## config.mk

```make
export PLATFORM = sky130hd
export DESIGN_NAME = flash_sector_write_cache_policy_unit
export DESIGN_NICKNAME = d
export VERILOG_FILES = /design/src/sv/fswc_pkg.sv /design/src/sv/fswc_decode.sv /design/src/sv/fswc_policy.sv /design/src/sv/flash_sector_write_cache_policy_unit.sv
export SDC_FILE = /design/constraint.sdc
export NUM_CORES = 1
export LEC_CHECK = 0
export BUFFER_PORTS_ARGS = -buffer_cell sky130_fd_sc_hd__buf_2
export CAP_MARGIN = 20
export CORE_ASPECT_RATIO = 0.5
export CORE_UTILIZATION = 55
export CTS_CLUSTER_SIZE = 24
export DETAILED_ROUTE_END_ITERATION = 10
export PLACE_DENSITY = 0.78
export SLEW_MARGIN = 20
export SYNTH_ARGS = -nofsm -noshare
export SYNTH_HDL_FRONTEND = slang
export SYNTH_SLANG_ARGS = --single-unit
export TNS_END_PERCENT = 1
```

## constraint.sdc

```tcl
create_clock -name clk -period 3.7 [get_ports clk]
set_input_delay 0.37 -clock clk [delete_from_list [all_inputs] [get_ports clk]]
set_output_delay 0.37 -clock clk [all_outputs]
set_load 0.1 [all_outputs]
```

## src/sv/fswc_pkg.sv

```systemverilog
// Shared types and constants of the flash sector write cache policy unit.
// Holds request codes, action codes, the request flag bundle and the status bundle.
// No dependencies.
package fswc_pkg;

    // Fixed field widths
    localparam int KIND_W   = 2;
    localparam int BLOCK_W  = 16;
    localparam int ACTION_W = 4;
    localparam int ADDR_W   = 24;
    localparam int SLOT_W   = 3;
    localparam int SECTOR_W = 12;
    localparam int PBLK_W   = 15;
    localparam int FS_W     = 13;
    localparam int MASK_W   = 8;

    // Sector count limits and reset value
    localparam logic [FS_W-1:0] FS_MAX   = 13'd4096;
    localparam logic [FS_W-1:0] FS_MIN   = 13'd1;
    localparam logic [FS_W-1:0] FS_RESET = 13'd512;
    localparam logic [SECTOR_W-1:0] SECTOR_LAST = 12'd4095;

    // Configuration register indexes
    localparam int CFG_ADDR_W = 1;
    localparam logic [CFG_ADDR_W-1:0] REG_FLASH_SECTORS = 1'd0;
    localparam logic [CFG_ADDR_W-1:0] REG_BUFFER_IN_RAM = 1'd1;

    typedef enum logic [KIND_W-1:0] {
        KIND_READ  = 2'd0,
        KIND_WRITE = 2'd1,
        KIND_SYNC  = 2'd2
    } kind_t;

    typedef enum logic [ACTION_W-1:0] {
        ACT_NONE        = 4'd0,
        ACT_BAD         = 4'd1,
        ACT_STORE       = 4'd2,
        ACT_OPEN_STORE  = 4'd3,
        ACT_FLUSH_STORE = 4'd4,
        ACT_PART        = 4'd5,
        ACT_READ_CACHE  = 4'd6,
        ACT_READ_FLASH  = 4'd7,
        ACT_FLUSH       = 4'd8
    } action_t;

    // Request flags carried from the decode stage to the policy stage
    typedef struct packed {
        kind_t kind;
        logic  is_zero;
        logic  in_range;
    } fswc_req_t;

    // Cache state seen by the top level
    typedef struct packed {
        logic              sector_open;
        logic [MASK_W-1:0] dirty_blocks;
    } fswc_status_t;

endpackage

```

## src/sv/fswc_decode.sv

```systemverilog
// Decode stage: range check and reciprocal products for sector and slot.
// Takes the registered request and registers products for the policy stage.
// Depends on fswc_pkg.
module fswc_decode #(
    parameter int BLOCK_BYTES  = 512,
    parameter int SECTOR_BYTES = 4096,
    localparam int BPS_RAW  = SECTOR_BYTES / BLOCK_BYTES,
    localparam int BPS      = (BPS_RAW > 0) ? BPS_RAW : 1,
    localparam int SPAN_RAW = 12 + $clog2(BPS + 1),
    localparam int SPAN_W   = (SPAN_RAW > 16) ? SPAN_RAW : 16,
    localparam int FA_W     = fswc_pkg::BLOCK_W + $clog2(BLOCK_BYTES),
    localparam int Q_RAW    = FA_W - $clog2(SECTOR_BYTES) + 1,
    localparam int Q_W      = (Q_RAW > 12) ? Q_RAW : 12
) (
    input  logic                                   clk,
    input  logic                                   en,
    input  fswc_pkg::kind_t                        kind,
    input  logic [fswc_pkg::BLOCK_W-1:0]           block,
    input  logic [SPAN_W-1:0]                      span,
    output fswc_pkg::fswc_req_t                    req,
    output logic [fswc_pkg::BLOCK_W-1:0]           x,
    output logic [FA_W-1:0]                        faddr,
    output logic [Q_W-1:0]                         q_est,
    output logic [fswc_pkg::BLOCK_W-1:0]           qs_est
);

    localparam int SHQ     = fswc_pkg::BLOCK_W + $clog2(SECTOR_BYTES);
    localparam int PQ_W    = SHQ + Q_W;
    localparam logic [63:0] MQ = ((64'd1 << SHQ) * BLOCK_BYTES) / SECTOR_BYTES;
    localparam int SHS     = fswc_pkg::BLOCK_W + $clog2(BPS);
    localparam int PS_W    = SHS + fswc_pkg::BLOCK_W;
    localparam logic [63:0] MS = (64'd1 << SHS) / BPS;

    logic [fswc_pkg::BLOCK_W-1:0] x_c;
    logic [PQ_W-1:0]              prod_q;
    logic [PS_W-1:0]              prod_s;
    fswc_pkg::fswc_req_t          req_c;

    fswc_pkg::fswc_req_t          req_reg;
    logic [fswc_pkg::BLOCK_W-1:0] x_reg;
    logic [FA_W-1:0]              faddr_reg;
    logic [Q_W-1:0]               q_reg;
    logic [fswc_pkg::BLOCK_W-1:0] qs_reg;

    // Offset from the first data block, and range check against the span
    assign x_c            = block - fswc_pkg::BLOCK_W'(1);
    assign req_c.kind     = kind;
    assign req_c.is_zero  = (block == '0);
    assign req_c.in_range = (SPAN_W'(x_c) < span);

    // Reciprocal products, corrected in the policy stage
    assign prod_q = PQ_W'(x_c) * MQ[PQ_W-1:0];
    assign prod_s = PS_W'(x_c) * MS[PS_W-1:0];

    // Hold the decode results while the next stage stalls
    always_ff @(posedge clk)
    begin
        if (en)
        begin
            req_reg   <= req_c;
            x_reg     <= x_c;
            faddr_reg <= FA_W'(x_c) * FA_W'(BLOCK_BYTES);
            q_reg     <= prod_q[SHQ +: Q_W];
            qs_reg    <= prod_s[SHS +: fswc_pkg::BLOCK_W];
        end
    end

    assign req    = req_reg;
    assign x      = x_reg;
    assign faddr  = faddr_reg;
    assign q_est  = q_reg;
    assign qs_est = qs_reg;

endmodule

```

## src/sv/fswc_policy.sv

```systemverilog
// Policy stage: quotient correction, cache state and the result register.
// Decides one action per request from the open sector and dirty mask.
// Depends on fswc_pkg.
module fswc_policy #(
    parameter int BLOCK_BYTES  = 512,
    parameter int SECTOR_BYTES = 4096,
    localparam int BPS_RAW  = SECTOR_BYTES / BLOCK_BYTES,
    localparam int BPS      = (BPS_RAW > 0) ? BPS_RAW : 1,
    localparam int SPAN_RAW = 12 + $clog2(BPS + 1),
    localparam int SPAN_W   = (SPAN_RAW > 16) ? SPAN_RAW : 16,
    localparam int FA_W     = fswc_pkg::BLOCK_W + $clog2(BLOCK_BYTES),
    localparam int Q_RAW    = FA_W - $clog2(SECTOR_BYTES) + 1,
    localparam int Q_W      = (Q_RAW > 12) ? Q_RAW : 12
) (
    input  logic                                  clk,
    input  logic                                  rst_n,
    input  logic                                  en,
    input  logic                                  take,
    input  fswc_pkg::fswc_req_t                   req,
    input  logic [fswc_pkg::BLOCK_W-1:0]          x,
    input  logic [FA_W-1:0]                       faddr,
    input  logic [Q_W-1:0]                        q_est,
    input  logic [fswc_pkg::BLOCK_W-1:0]          qs_est,
    input  logic [SPAN_W-1:0]                     span,
    input  logic [fswc_pkg::ADDR_W-1:0]           scratch_base,
    input  logic                                  buffer_in_ram,
    output fswc_pkg::action_t                     action,
    output logic [fswc_pkg::ADDR_W-1:0]           flash_address,
    output logic [fswc_pkg::SLOT_W-1:0]           cache_slot,
    output logic [fswc_pkg::SECTOR_W-1:0]         writeback_sector,
    output logic [fswc_pkg::PBLK_W-1:0]           partition_blocks,
    output fswc_pkg::fswc_status_t                status
);

    logic [FA_W-1:0]                  rem_q;
    logic [Q_W-1:0]                   q_fix;
    logic [fswc_pkg::SECTOR_W-1:0]    sector;
    logic [fswc_pkg::BLOCK_W-1:0]     rem_s;
    logic [fswc_pkg::BLOCK_W-1:0]     rem_s_fix;
    logic [fswc_pkg::SLOT_W-1:0]      slot;
    logic [fswc_pkg::MASK_W-1:0]      slot_bit;
    logic [fswc_pkg::ADDR_W-1:0]      cache_addr;
    logic                             same;
    logic                             hit;

    logic                             open_reg;
    logic                             open_next;
    logic [fswc_pkg::SECTOR_W-1:0]    sector_reg;
    logic [fswc_pkg::SECTOR_W-1:0]    sector_next;
    logic [fswc_pkg::MASK_W-1:0]      dirty_reg;
    logic [fswc_pkg::MASK_W-1:0]      dirty_next;

    fswc_pkg::action_t                action_next;
    logic [fswc_pkg::ADDR_W-1:0]      addr_next;
    logic [fswc_pkg::SLOT_W-1:0]      slot_next;
    logic [fswc_pkg::SECTOR_W-1:0]    wb_next;
    logic [fswc_pkg::PBLK_W-1:0]      pblk_next;

    fswc_pkg::action_t                action_reg;
    logic [fswc_pkg::ADDR_W-1:0]      addr_reg;
    logic [fswc_pkg::SLOT_W-1:0]      slot_reg;
    logic [fswc_pkg::SECTOR_W-1:0]    wb_reg;
    logic [fswc_pkg::PBLK_W-1:0]      pblk_reg;

    // Fix up the sector quotient, which may come in one short
    assign rem_q  = faddr - FA_W'(q_est) * FA_W'(SECTOR_BYTES);
    assign q_fix  = (rem_q >= FA_W'(SECTOR_BYTES)) ? q_est + Q_W'(1) : q_est;
    assign sector = q_fix[fswc_pkg::SECTOR_W-1:0];

    // Fix up the slot remainder the same way
    assign rem_s     = x - qs_est * fswc_pkg::BLOCK_W'(BPS);
    assign rem_s_fix = (rem_s >= fswc_pkg::BLOCK_W'(BPS)) ?
                       rem_s - fswc_pkg::BLOCK_W'(BPS) : rem_s;
    assign slot      = rem_s_fix[fswc_pkg::SLOT_W-1:0];
    assign slot_bit  = fswc_pkg::MASK_W'(1) << slot;

    // Cache copy lives in RAM (address zero) or in the scratch sector
    assign cache_addr = buffer_in_ram ? '0 :
        scratch_base + fswc_pkg::ADDR_W'(slot) * fswc_pkg::ADDR_W'(BLOCK_BYTES);

    assign same = open_reg && (sector_reg == sector);
    assign hit  = (dirty_reg & slot_bit) != '0;

    // Decide the action and the next cache state
    always_comb
    begin
        open_next   = open_reg;
        sector_next = sector_reg;
        dirty_next  = dirty_reg;
        action_next = fswc_pkg::ACT_NONE;
        addr_next   = '0;
        slot_next   = '0;
        wb_next     = '0;
        pblk_next   = '0;
        case (req.kind)
            fswc_pkg::KIND_SYNC:
            begin
                if (open_reg)
                begin
                    action_next = fswc_pkg::ACT_FLUSH;
                    wb_next     = sector_reg;
                    open_next   = 1'b0;
                    dirty_next  = '0;
                end
            end
            fswc_pkg::KIND_READ, fswc_pkg::KIND_WRITE:
            begin
                if (req.is_zero)
                begin
                    if (req.kind == fswc_pkg::KIND_READ)
                    begin
                        action_next = fswc_pkg::ACT_PART;
                        pblk_next   = span[fswc_pkg::PBLK_W-1:0];
                    end
                end
                else if (!req.in_range)
                begin
                    action_next = fswc_pkg::ACT_BAD;
                end
                else
                begin
                    slot_next = slot;
                    if (req.kind == fswc_pkg::KIND_READ)
                    begin
                        if (same && hit)
                        begin
                            action_next = fswc_pkg::ACT_READ_CACHE;
                            addr_next   = cache_addr;
                        end
                        else
                        begin
                            action_next = fswc_pkg::ACT_READ_FLASH;
                            addr_next   = faddr[fswc_pkg::ADDR_W-1:0];
                        end
                    end
                    else
                    begin
                        addr_next = cache_addr;
                        if (!same || hit)
                        begin
                            if (open_reg)
                            begin
                                action_next = fswc_pkg::ACT_FLUSH_STORE;
                                wb_next     = sector_reg;
                            end
                            else
                            begin
                                action_next = fswc_pkg::ACT_OPEN_STORE;
                            end
                            open_next   = 1'b1;
                            sector_next = sector;
                            dirty_next  = slot_bit;
                        end
                        else
                        begin
                            action_next = fswc_pkg::ACT_STORE;
                            dirty_next  = dirty_reg | slot_bit;
                        end
                    end
                end
            end
            default:
            begin
                action_next = fswc_pkg::ACT_NONE;
            end
        endcase
    end

    // Advance the cache state once per request that moves into the result register
    always_ff @(posedge clk or negedge rst_n)
    begin
        if (!rst_n)
        begin
            open_reg   <= 1'b0;
            sector_reg <= '0;
            dirty_reg  <= '0;
        end
        else if (take)
        begin
            open_reg   <= open_next;
            sector_reg <= sector_next;
            dirty_reg  <= dirty_next;
        end
    end

    // Result register, held while the receiver stalls
    always_ff @(posedge clk)
    begin
        if (en)
        begin
            action_reg <= action_next;
            addr_reg   <= addr_next;
            slot_reg   <= slot_next;
            wb_reg     <= wb_next;
            pblk_reg   <= pblk_next;
        end
    end

    assign action              = action_reg;
    assign flash_address       = addr_reg;
    assign cache_slot          = slot_reg;
    assign writeback_sector    = wb_reg;
    assign partition_blocks    = pblk_reg;
    assign status.sector_open  = open_reg;
    assign status.dirty_blocks = dirty_reg;

endmodule

```

## src/sv/flash_sector_write_cache_policy_unit.sv

```systemverilog
// Top level of the flash sector write cache policy unit.
// Holds the configuration registers, the input register and the handshake.
// Depends on fswc_pkg, fswc_decode and fswc_policy.
//
// Usage:
//   Requests enter on the s_ stream: s_tuser carries the request kind
//   (read, write, sync) and s_tdata the logical block number. Each request
//   yields exactly one result on the m_ stream: m_tuser carries the action
//   code, m_tdata the byte address, cache slot, write-back sector and the
//   partition block count.
//   A request passes the input register, the decode register (reciprocal
//   products for sector and slot) and the result register, which drives
//   m_tvalid. One request is taken every cycle while m_tready is high;
//   the cache state (open sector, dirty mask) is updated with each result.
//   When the receiver holds m_tready low the result register holds, and the
//   earlier stages keep filling until all three are occupied; then s_tready
//   drops. Reset empties the pipeline, closes the cached sector, clears the
//   dirty mask and loads flash_sectors = 512 and buffer_in_ram = 1.
//   Configuration writes take effect at once; write them only while idle.
module flash_sector_write_cache_policy_unit #(
    parameter int BLOCK_BYTES  = 512,
    parameter int SECTOR_BYTES = 4096
) (
    input  logic                                 clk,
    input  logic                                 rst_n,
    // Configuration write port
    input  logic                                 cfg_we,
    input  logic [fswc_pkg::CFG_ADDR_W-1:0]      cfg_addr,
    input  logic [fswc_pkg::FS_W-1:0]            cfg_wdata,
    // Request stream
    input  logic                                 s_tvalid,
    output logic                                 s_tready,
    input  logic [15:0]                          s_tdata,   // [15:0] block
    input  logic [1:0]                           s_tuser,   // [1:0] kind
    // Result stream
    output logic                                 m_tvalid,
    input  logic                                 m_tready,
    // [23:0] flash_address, [26:24] cache_slot, [38:27] writeback_sector,
    // [53:39] partition_blocks, [55:54] zero
    output logic [55:0]                          m_tdata,
    output logic [3:0]                           m_tuser    // [3:0] action
);

    localparam int BPS_RAW  = SECTOR_BYTES / BLOCK_BYTES;
    localparam int BPS      = (BPS_RAW > 0) ? BPS_RAW : 1;
    localparam int SPAN_RAW = 12 + $clog2(BPS + 1);
    localparam int SPAN_W   = (SPAN_RAW > 16) ? SPAN_RAW : 16;
    localparam int FA_W     = fswc_pkg::BLOCK_W + $clog2(BLOCK_BYTES);
    localparam int Q_RAW    = FA_W - $clog2(SECTOR_BYTES) + 1;
    localparam int Q_W      = (Q_RAW > 12) ? Q_RAW : 12;
    localparam int BASE_RAW = 12 + $clog2(SECTOR_BYTES + 1);
    localparam int BASE_W   = (BASE_RAW > 24) ? BASE_RAW : 24;

    logic [fswc_pkg::FS_W-1:0]        fs_reg;
    logic                             ram_reg;
    logic [fswc_pkg::FS_W-1:0]        fs_m1;
    logic [fswc_pkg::SECTOR_W-1:0]    eff_m1;
    logic [SPAN_W-1:0]                span;
    logic [BASE_W-1:0]                base_full;

    logic                             v0_reg;
    logic                             v1_reg;
    logic                             v2_reg;
    logic                             en0;
    logic                             en1;
    logic                             en2;
    fswc_pkg::kind_t                  kind_reg;
    logic [fswc_pkg::BLOCK_W-1:0]     block_reg;

    fswc_pkg::fswc_req_t              req;
    logic [fswc_pkg::BLOCK_W-1:0]     x;
    logic [FA_W-1:0]                  faddr;
    logic [Q_W-1:0]                   q_est;
    logic [fswc_pkg::BLOCK_W-1:0]     qs_est;

    fswc_pkg::action_t                action;
    logic [fswc_pkg::ADDR_W-1:0]      flash_address;
    logic [fswc_pkg::SLOT_W-1:0]      cache_slot;
    logic [fswc_pkg::SECTOR_W-1:0]    writeback_sector;
    logic [fswc_pkg::PBLK_W-1:0]      partition_blocks;
    fswc_pkg::fswc_status_t           status;

    // Configuration registers
    always_ff @(posedge clk or negedge rst_n)
    begin
        if (!rst_n)
        begin
            fs_reg  <= fswc_pkg::FS_RESET;
            ram_reg <= 1'b1;
        end
        else if (cfg_we)
        begin
            case (cfg_addr)
                fswc_pkg::REG_FLASH_SECTORS: fs_reg  <= cfg_wdata;
                fswc_pkg::REG_BUFFER_IN_RAM: ram_reg <= cfg_wdata[0];
                default:                     fs_reg  <= fs_reg;
            endcase
        end
    end

    // Clamp the sector count; derive data span and scratch sector base
    assign fs_m1 = fs_reg - fswc_pkg::FS_MIN;
    always_comb
    begin
        if (fs_reg <= fswc_pkg::FS_MIN)
        begin
            eff_m1 = '0;
        end
        else if (fs_reg > fswc_pkg::FS_MAX)
        begin
            eff_m1 = fswc_pkg::SECTOR_LAST;
        end
        else
        begin
            eff_m1 = fs_m1[fswc_pkg::SECTOR_W-1:0];
        end
    end
    assign span      = SPAN_W'(eff_m1) * SPAN_W'(BPS);
    assign base_full = BASE_W'(eff_m1) * BASE_W'(SECTOR_BYTES);

    // Stage enables: a stage loads when it is empty or its successor loads
    assign en2      = !v2_reg || m_tready;
    assign en1      = !v1_reg || en2;
    assign en0      = !v0_reg || en1;
    assign s_tready = en0;

    always_ff @(posedge clk or negedge rst_n)
    begin
        if (!rst_n)
        begin
            v0_reg <= 1'b0;
            v1_reg <= 1'b0;
            v2_reg <= 1'b0;
        end
        else
        begin
            if (en0)
            begin
                v0_reg <= s_tvalid;
            end
            if (en1)
            begin
                v1_reg <= v0_reg;
            end
            if (en2)
            begin
                v2_reg <= v1_reg;
            end
        end
    end

    // Input register
    always_ff @(posedge clk)
    begin
        if (en0)
        begin
            kind_reg  <= fswc_pkg::kind_t'(s_tuser);
            block_reg <= s_tdata;
        end
    end

    fswc_decode #(
        .BLOCK_BYTES  (BLOCK_BYTES),
        .SECTOR_BYTES (SECTOR_BYTES)
    ) u_decode (
        .clk    (clk),
        .en     (en1),
        .kind   (kind_reg),
        .block  (block_reg),
        .span   (span),
        .req    (req),
        .x      (x),
        .faddr  (faddr),
        .q_est  (q_est),
        .qs_est (qs_est)
    );

    fswc_policy #(
        .BLOCK_BYTES  (BLOCK_BYTES),
        .SECTOR_BYTES (SECTOR_BYTES)
    ) u_policy (
        .clk              (clk),
        .rst_n            (rst_n),
        .en               (en2),
        .take             (en2 && v1_reg),
        .req              (req),
        .x                (x),
        .faddr            (faddr),
        .q_est            (q_est),
        .qs_est           (qs_est),
        .span             (span),
        .scratch_base     (base_full[fswc_pkg::ADDR_W-1:0]),
        .buffer_in_ram    (ram_reg),
        .action           (action),
        .flash_address    (flash_address),
        .cache_slot       (cache_slot),
        .writeback_sector (writeback_sector),
        .partition_blocks (partition_blocks),
        .status           (status)
    );

    // Pack the result transfer
    assign m_tvalid = v2_reg;
    assign m_tuser  = action;
    assign m_tdata  = {2'b00, partition_blocks, writeback_sector, cache_slot, flash_address};

    // A full stall means every stage holds an item
    a_stall_full: assert property (@(posedge clk) disable iff (!rst_n)
        !s_tready |-> (v0_reg && v1_reg && v2_reg))
        else $error("input stalled with an empty stage");

    // The dirty mask is clear whenever no sector is cached
    a_clean_when_closed: assert property (@(posedge clk) disable iff (!rst_n)
        !status.sector_open |-> (status.dirty_blocks == '0))
        else $error("dirty blocks with no open sector");

    // An open sector always holds at least one dirty block
    a_open_is_dirty: assert property (@(posedge clk) disable iff (!rst_n)
        status.sector_open |-> (status.dirty_blocks != '0))
        else $error("open sector with a clean mask");

    // Cache accesses in RAM carry address zero
    a_ram_addr_zero: assert property (@(posedge clk) disable iff (!rst_n)
        (m_tvalid && ram_reg && (m_tuser == fswc_pkg::ACT_READ_CACHE))
        |-> (flash_address == '0))
        else $error("RAM cache read with a flash address");

endmodule
```

# After elaboration in Yosys (flattened, before gate mapping)
# Index checks and enable logic that the tools add are counted.
[word_totals]
ff_bits = 147
input_bits = 37
output_inout_bits = 62
word_cells = 106
[op_classes]
addsub = 7
order_cmp = 5
n_eq_ne = 8
shifts = 1
n_mux = 33
bitwise_logic = 7
reduce_logical = 24
[op_table]
columns = ["operator", "n"]
rows = [
  ["2-to-1 mux 12 bit", 8],
  ["2-to-1 mux 24 bit", 3],
  ["2-to-1 mux 8 bit", 5],
  ["greater-or-equal comparator 25 x 13 -> 1 bit, second input constant", 1],
  ["subtractor 25 bit", 1],
  ["adder 24 x 12 -> 24 bit", 1],
  ["one-hot mux 12 bit (2 select lines)", 1],
  ["AND reduction 6 bit", 3],
  ["greater-or-equal comparator 16 x 4 -> 1 bit, second input constant", 1],
  ["logical NOT 16 bit", 1],
  ["less-than comparator 16 x 15 -> 1 bit", 1],
  ["2-to-1 mux 4 bit", 4],
  ["one-hot mux 8 bit (2 select lines)", 1],
  ["subtractor 16 x 1 -> 16 bit, second input constant", 1],
  ["subtractor 16 bit", 1],
  ["greater-than comparator 13 bit, second input constant", 1],
  ["<= comparator 13 x 1 -> 1 bit, second input constant", 1],
  ["adder 12 x 1 -> 12 bit, second input constant", 1],
  ["== test 12 bit", 1],
  ["2-to-1 mux 3 bit", 4],
  ["subtractor 12 x 1 -> 12 bit, second input constant", 1],
  ["bitwise AND 8 bit", 1],
  ["bitwise OR 8 bit", 1],
  ["one-hot mux 4 bit (2 select lines)", 1],
  ["19 further kinds", 40],
]

# Longest topological paths before layout
[depth]
word_depth = 12
depth_mapped = 12
mapped_depth_nobuf = 12

# By module
# A second synthesis with hierarchy kept.
[unflattened]
cells_unflattened = 805
hier_area_um2 = 8406.8
[by_module_without_submodules]
columns = ["mod", "n_inst", "cells_per_inst", "area_per_inst_um2", "seq_area_each_um2"]
rows = [
  ["fswc_policy", 1, 517, 5163.7, 2267.2],
  ["fswc_decode", 1, 169, 1686.6, 600.6],
  ["flash_sector_write_cache_policy_unit", 1, 119, 1556.5, 968.4],
]

# Worst setup path before layout
# Ideal clock, no wire load.
[synth_path]
path_kind = "flip-flop to flip-flop"
startpoint = "register v2_reg, in the netlist m_tvalid"
endpoint = "register block_reg[0] in the netlist's numbering, enable pin"
arrival_time_ns = 2.349
required_time_ns = 2.973
slack_ns = 0.624
path_stages_with_launch = 3
n_path_buf = 0
period_less_slack_ns = 3.076
cell_sequence = "dfrtp_1 -> nor2b_1 -> nand3_1"
[synth_between]
elab_chain_cells = 4
[synth_lines]
columns = ["element", "line", "text"]
rows = [
  ["start: declaration", "flash_sector_write_cache_policy_unit.sv:63", "logic v2_reg;"],
  ["start signal: assignment", "flash_sector_write_cache_policy_unit.sv:147", "v2_reg <= v1_reg;"],
  ["logical NOT 1 bit", "flash_sector_write_cache_policy_unit.sv:122", "assign en2 = !v2_reg || m_tready;"],
  ["logical OR 1 bit", "flash_sector_write_cache_policy_unit.sv:122", ""],
  ["logical OR 1 bit", "flash_sector_write_cache_policy_unit.sv:123", "assign en1 = !v1_reg || en2;"],
  ["logical OR 1 bit", "flash_sector_write_cache_policy_unit.sv:124", "assign en0 = !v0_reg || en1;"],
  ["net s_tready", "flash_sector_write_cache_policy_unit.sv:32", "output logic s_tready,"],
  ["end signal: assignment", "flash_sector_write_cache_policy_unit.sv:158", "block_reg <= s_tdata;"],
  ["end: declaration", "flash_sector_write_cache_policy_unit.sv:68", "logic [fswc_pkg::BLOCK_W-1:0] block_reg;"],
]
# The timed path passes the listed nets, and every way through them passes these cells.
# A chain may end at the register's enable or synchronous reset.

==> flow_summary.yaml <==
outcome:
  status: "finished, violations left"
  violations: "DRC"
final_layout:
  drive_gt1_frac: 0.269
  finalNetCount: 604
  syn2layout_area_growth_pct: 18.2
  fin_area_um2: 6890
  fillerInstances: 778
  diodes: 0
  largest_reg_flops: 16
  instances_no_fill: 705
sta:
  finalSetupViolCount: 0
  clock.fmax_ghz: 0.316
  finalCritPeriodShare: 0.857
  fin_crit_ns: 3.17
  slew_headroom: 0.396
  tns_ns: 0
  slew_viol_final: 0
  tightest_slew_ns: 0.906
  rsz0062_at_grt: "no"
  clock_skew_ns: 0.0120
  hold_viol: 0
routing:
  ant_nets: 0
  drtIter0Drc: 322
  vias: 3941
  wirelength_mm: 12.2
  drtPass1Iterations: 8
  drc: 1
  wl_per_cell_um: 17.2
  viasPerCell: 5.59
clock_network:
  clk_latency_ns: 0.42
  cts.clk_slew.worst_paths_ns: 0.05
  cts.path.max_buffers: 2
  cts-root-buf: "clkbuf_16"
  cts_buffers: 17
  cts_setup_buffers: 0
  cts_resized: 0
  cts_sinks: 121
  cts_tree: "done"
  cts_max_level: 4
  cts_hold_buf: 0
grt:
  grt_pass1_wl_mm: 18.8
  grt_pass1_vias: 3642
  gr-total-overflow: 0
  grt_max_degree: 39
  antenna_found_initial: 0
  track_usage: 0.232
power:
  power_density_nw_per_um2: 678
  p_leak_nw: 2.88
  vdd_drop_max_v: 0.000357
  total_power_w: 0.00467
logic_synthesis:
  yosysUniqueCellTypes: 56
  synthFlopType: "edfxtp_1"
  synthArstFlopShare: 0.314
  synth_edf_count: 83
  synth_area_um2: 5820
  yosysWarnings: 0
  ys_seq_area_frac: 0.592
  syn_inst: 463
  syn_avg_cell_area_um2: 12.6
  synth-seq-cells: 121
setup_path:
  cpLargestDelayFamily: "simple AND/OR/NAND/NOR gates"
  end_kind: "flip-flop"
  cp.arrival_ns: 3.41
  cpPeakStageDelay_ns: 0.64
  crit_path_start_kind: "flip-flop"
  critPathBufInv: 0
  cp.depth: 9
  r2r.worst_path.cells: 9
  criticalPathCategory: "reg -> reg"
  rr_startpoint: "fs_reg[10]$_DFFE_PN0P_"
  r2r_setup_slack_ns: 0.53
  crit_required_ns: 3.94
  cpMaxStageDelayCell: "or4_1"
  critical_path.cell_chain: "or4_1 > or3_1 > o32ai_1 > ha_1 > a21o_1 > a211o_1 > o211ai_1 > a21oi_1 > nor4_1"
  r2r_end: "u_decode.req[0]$_DFFE_PP_"
  crit_fanout: 5
die:
  io_pins: 99
  die_x_um: 148
  dieArea_um2: 11000
  fp-row-count: 26
  fp.coreArea_um2: 10200
  start_util: 0.568
  die_h_um: 74.8
place:
  post_dp_cell_area_um2: 6310
  placed_cells: 674
  io_buffers: 84
  post-dp-hpwl_mm: 8.58
  routabilityCongestion: 0.942
hold_path:
  min_path_type: "in -> async"
job:
  cap_violations: 0
[logic make-up after synthesis]
| logic type | Yosys count | synth area share |
|---|---|---|
| flops | 121 | 0.592 |
| mux | 39 | 0.0842 |
| buf+inv | 40 | 0.0395 |
| fa+ha+maj | 14 | 0.0301 |
| simple gates | 152 | 0.130 |
| xor+xnor | 28 | 0.0421 |
| compound gates | 68 | 0.0821 |
| other cells | 1 | 0.000644 |
[worst max path at each step]
stage | to | startpoint
floorplan | block_reg[0]$_DFFE_PP_ | m_tvalid$_DFFE_PN0N_
global placement | u_decode.req[0]$_DFFE_PP_ | fs_reg[10]$_DFFE_PN0P_
CTS | u_decode.req[0]$_DFFE_PP_ | fs_reg[10]$_DFFE_PN0P_
global route | u_decode.req[0]$_DFFE_PP_ | fs_reg[3]$_DFFE_PN0P_
finish | u_decode.req[0]$_DFFE_PP_ | fs_reg[10]$_DFFE_PN0P_
detailed placement | u_decode.req[0]$_DFFE_PP_ | fs_reg[10]$_DFFE_PN0P_
[where the power goes]
part           leakage, nW  internal [W]  total (W)  switching (W)
clock                0.279       0.00103    0.00159       0.000557
sequential            1.33       0.00170    0.00191       0.000214
combinational         1.27      0.000360    0.00117       0.000806
[layer usage]
metal / vias up / track usage / part of all wire
met2: 161 / 0.350 / 0.45
met5: - / 0 / 0
li1: 1856 / - / -
met1: 1914 / 0.332 / 0.46
met3: 10 / 0.0527 / 0.072
met4: 0 / 0.0974 / 0.010
[area by class of cell]
| type | count | area, um2 | share of cell area |
|---|---|---|---|
| clock buffer | 23 | 478 | 0.0694 |
| clock inverter | 8 | 95.1 | 0.0138 |
| inverter | 10 | 37.5 | 0.00545 |
| multi-input combinational | 315 | 2200 | 0.320 |
| sequential | 121 | 3450 | 0.500 |
| tap | 140 | 175 | 0.0254 |
| timing repair buffer | 88 | 450 | 0.0654 |
[cells in the final DEF, fill, tap and decap left out, types with 5 or more instances in the layout]
| cell | instances |
|---|---|
| buf_2 | 84 |
| edfxtp_1 | 83 |
| nand2_1 | 59 |
| dfrtp_1 | 36 |
| a21oi_1 | 20 |
| nor2_1 | 18 |
| xnor2_1 | 17 |
| clkbuf_16 | 17 |
| ha_1 | 14 |
| conb_1 | 14 |
| nand3_1 | 13 |
| mux2i_1 | 13 |
| mux2_4 | 12 |
| xor2_1 | 11 |
| mux2_2 | 11 |
| nor3_1 | 10 |
| inv_1 | 9 |
| or3_1 | 8 |
| o21ai_0 | 8 |
| o22ai_1 | 8 |
| nor2b_1 | 7 |
| nand4_1 | 6 |
| nand2b_1 | 6 |
| o21a_1 | 5 |
| o32ai_1 | 5 |
[cell usage after synthesis, drive strengths merged, types with 2 or more instances]
master / number / area (um2)
a21boi: 2 / 26.3
a21o: 3 / 22.5
a21oi: 20 / 100
and2: 4 / 25.0
and4: 2 / 17.5
buf: 19 / 151
clkbuf: 11 / 41.3
dfrtp: 36 / 901
dfstp: 2 / 52.6
edfxtp: 83 / 2490
ha: 14 / 175
inv: 10 / 37.5
mux2: 24 / 315
mux2i: 13 / 130
mux4: 2 / 45.0
nand2: 59 / 221
nand2b: 6 / 37.5
nand3: 13 / 65.1
nand3b: 2 / 15.0
nand4: 6 / 37.5
nor2: 18 / 67.6
nor2b: 8 / 50.1
nor3: 10 / 50.1
nor3b: 3 / 22.5
nor4: 5 / 37.5
o211ai: 3 / 22.5
o21a: 6 / 52.6
o21ai: 9 / 45.0
o22ai: 8 / 50.1
o31ai: 3 / 22.5
o32ai: 5 / 43.8
or2: 2 / 12.5
or3: 8 / 50.1
or4: 4 / 30.0
xnor2: 17 / 149
xor2: 11 / 96.3
[stage by stage]
step / setup WS, ns / util / hold WS [ns]
floorplan: 0.624 / - / 0.0744
global placement: 0.720 / 0.616 / 0.410
detailed placement: 0.609 / 0.616 / 0.421
CTS: 0.572 / 0.672 / 0.104
global route: 0.408 / 0.672 / 0.117
finish: 0.531 / 0.672 / 0.0811
No activity file was read; power rests on OpenSTA's default activity.
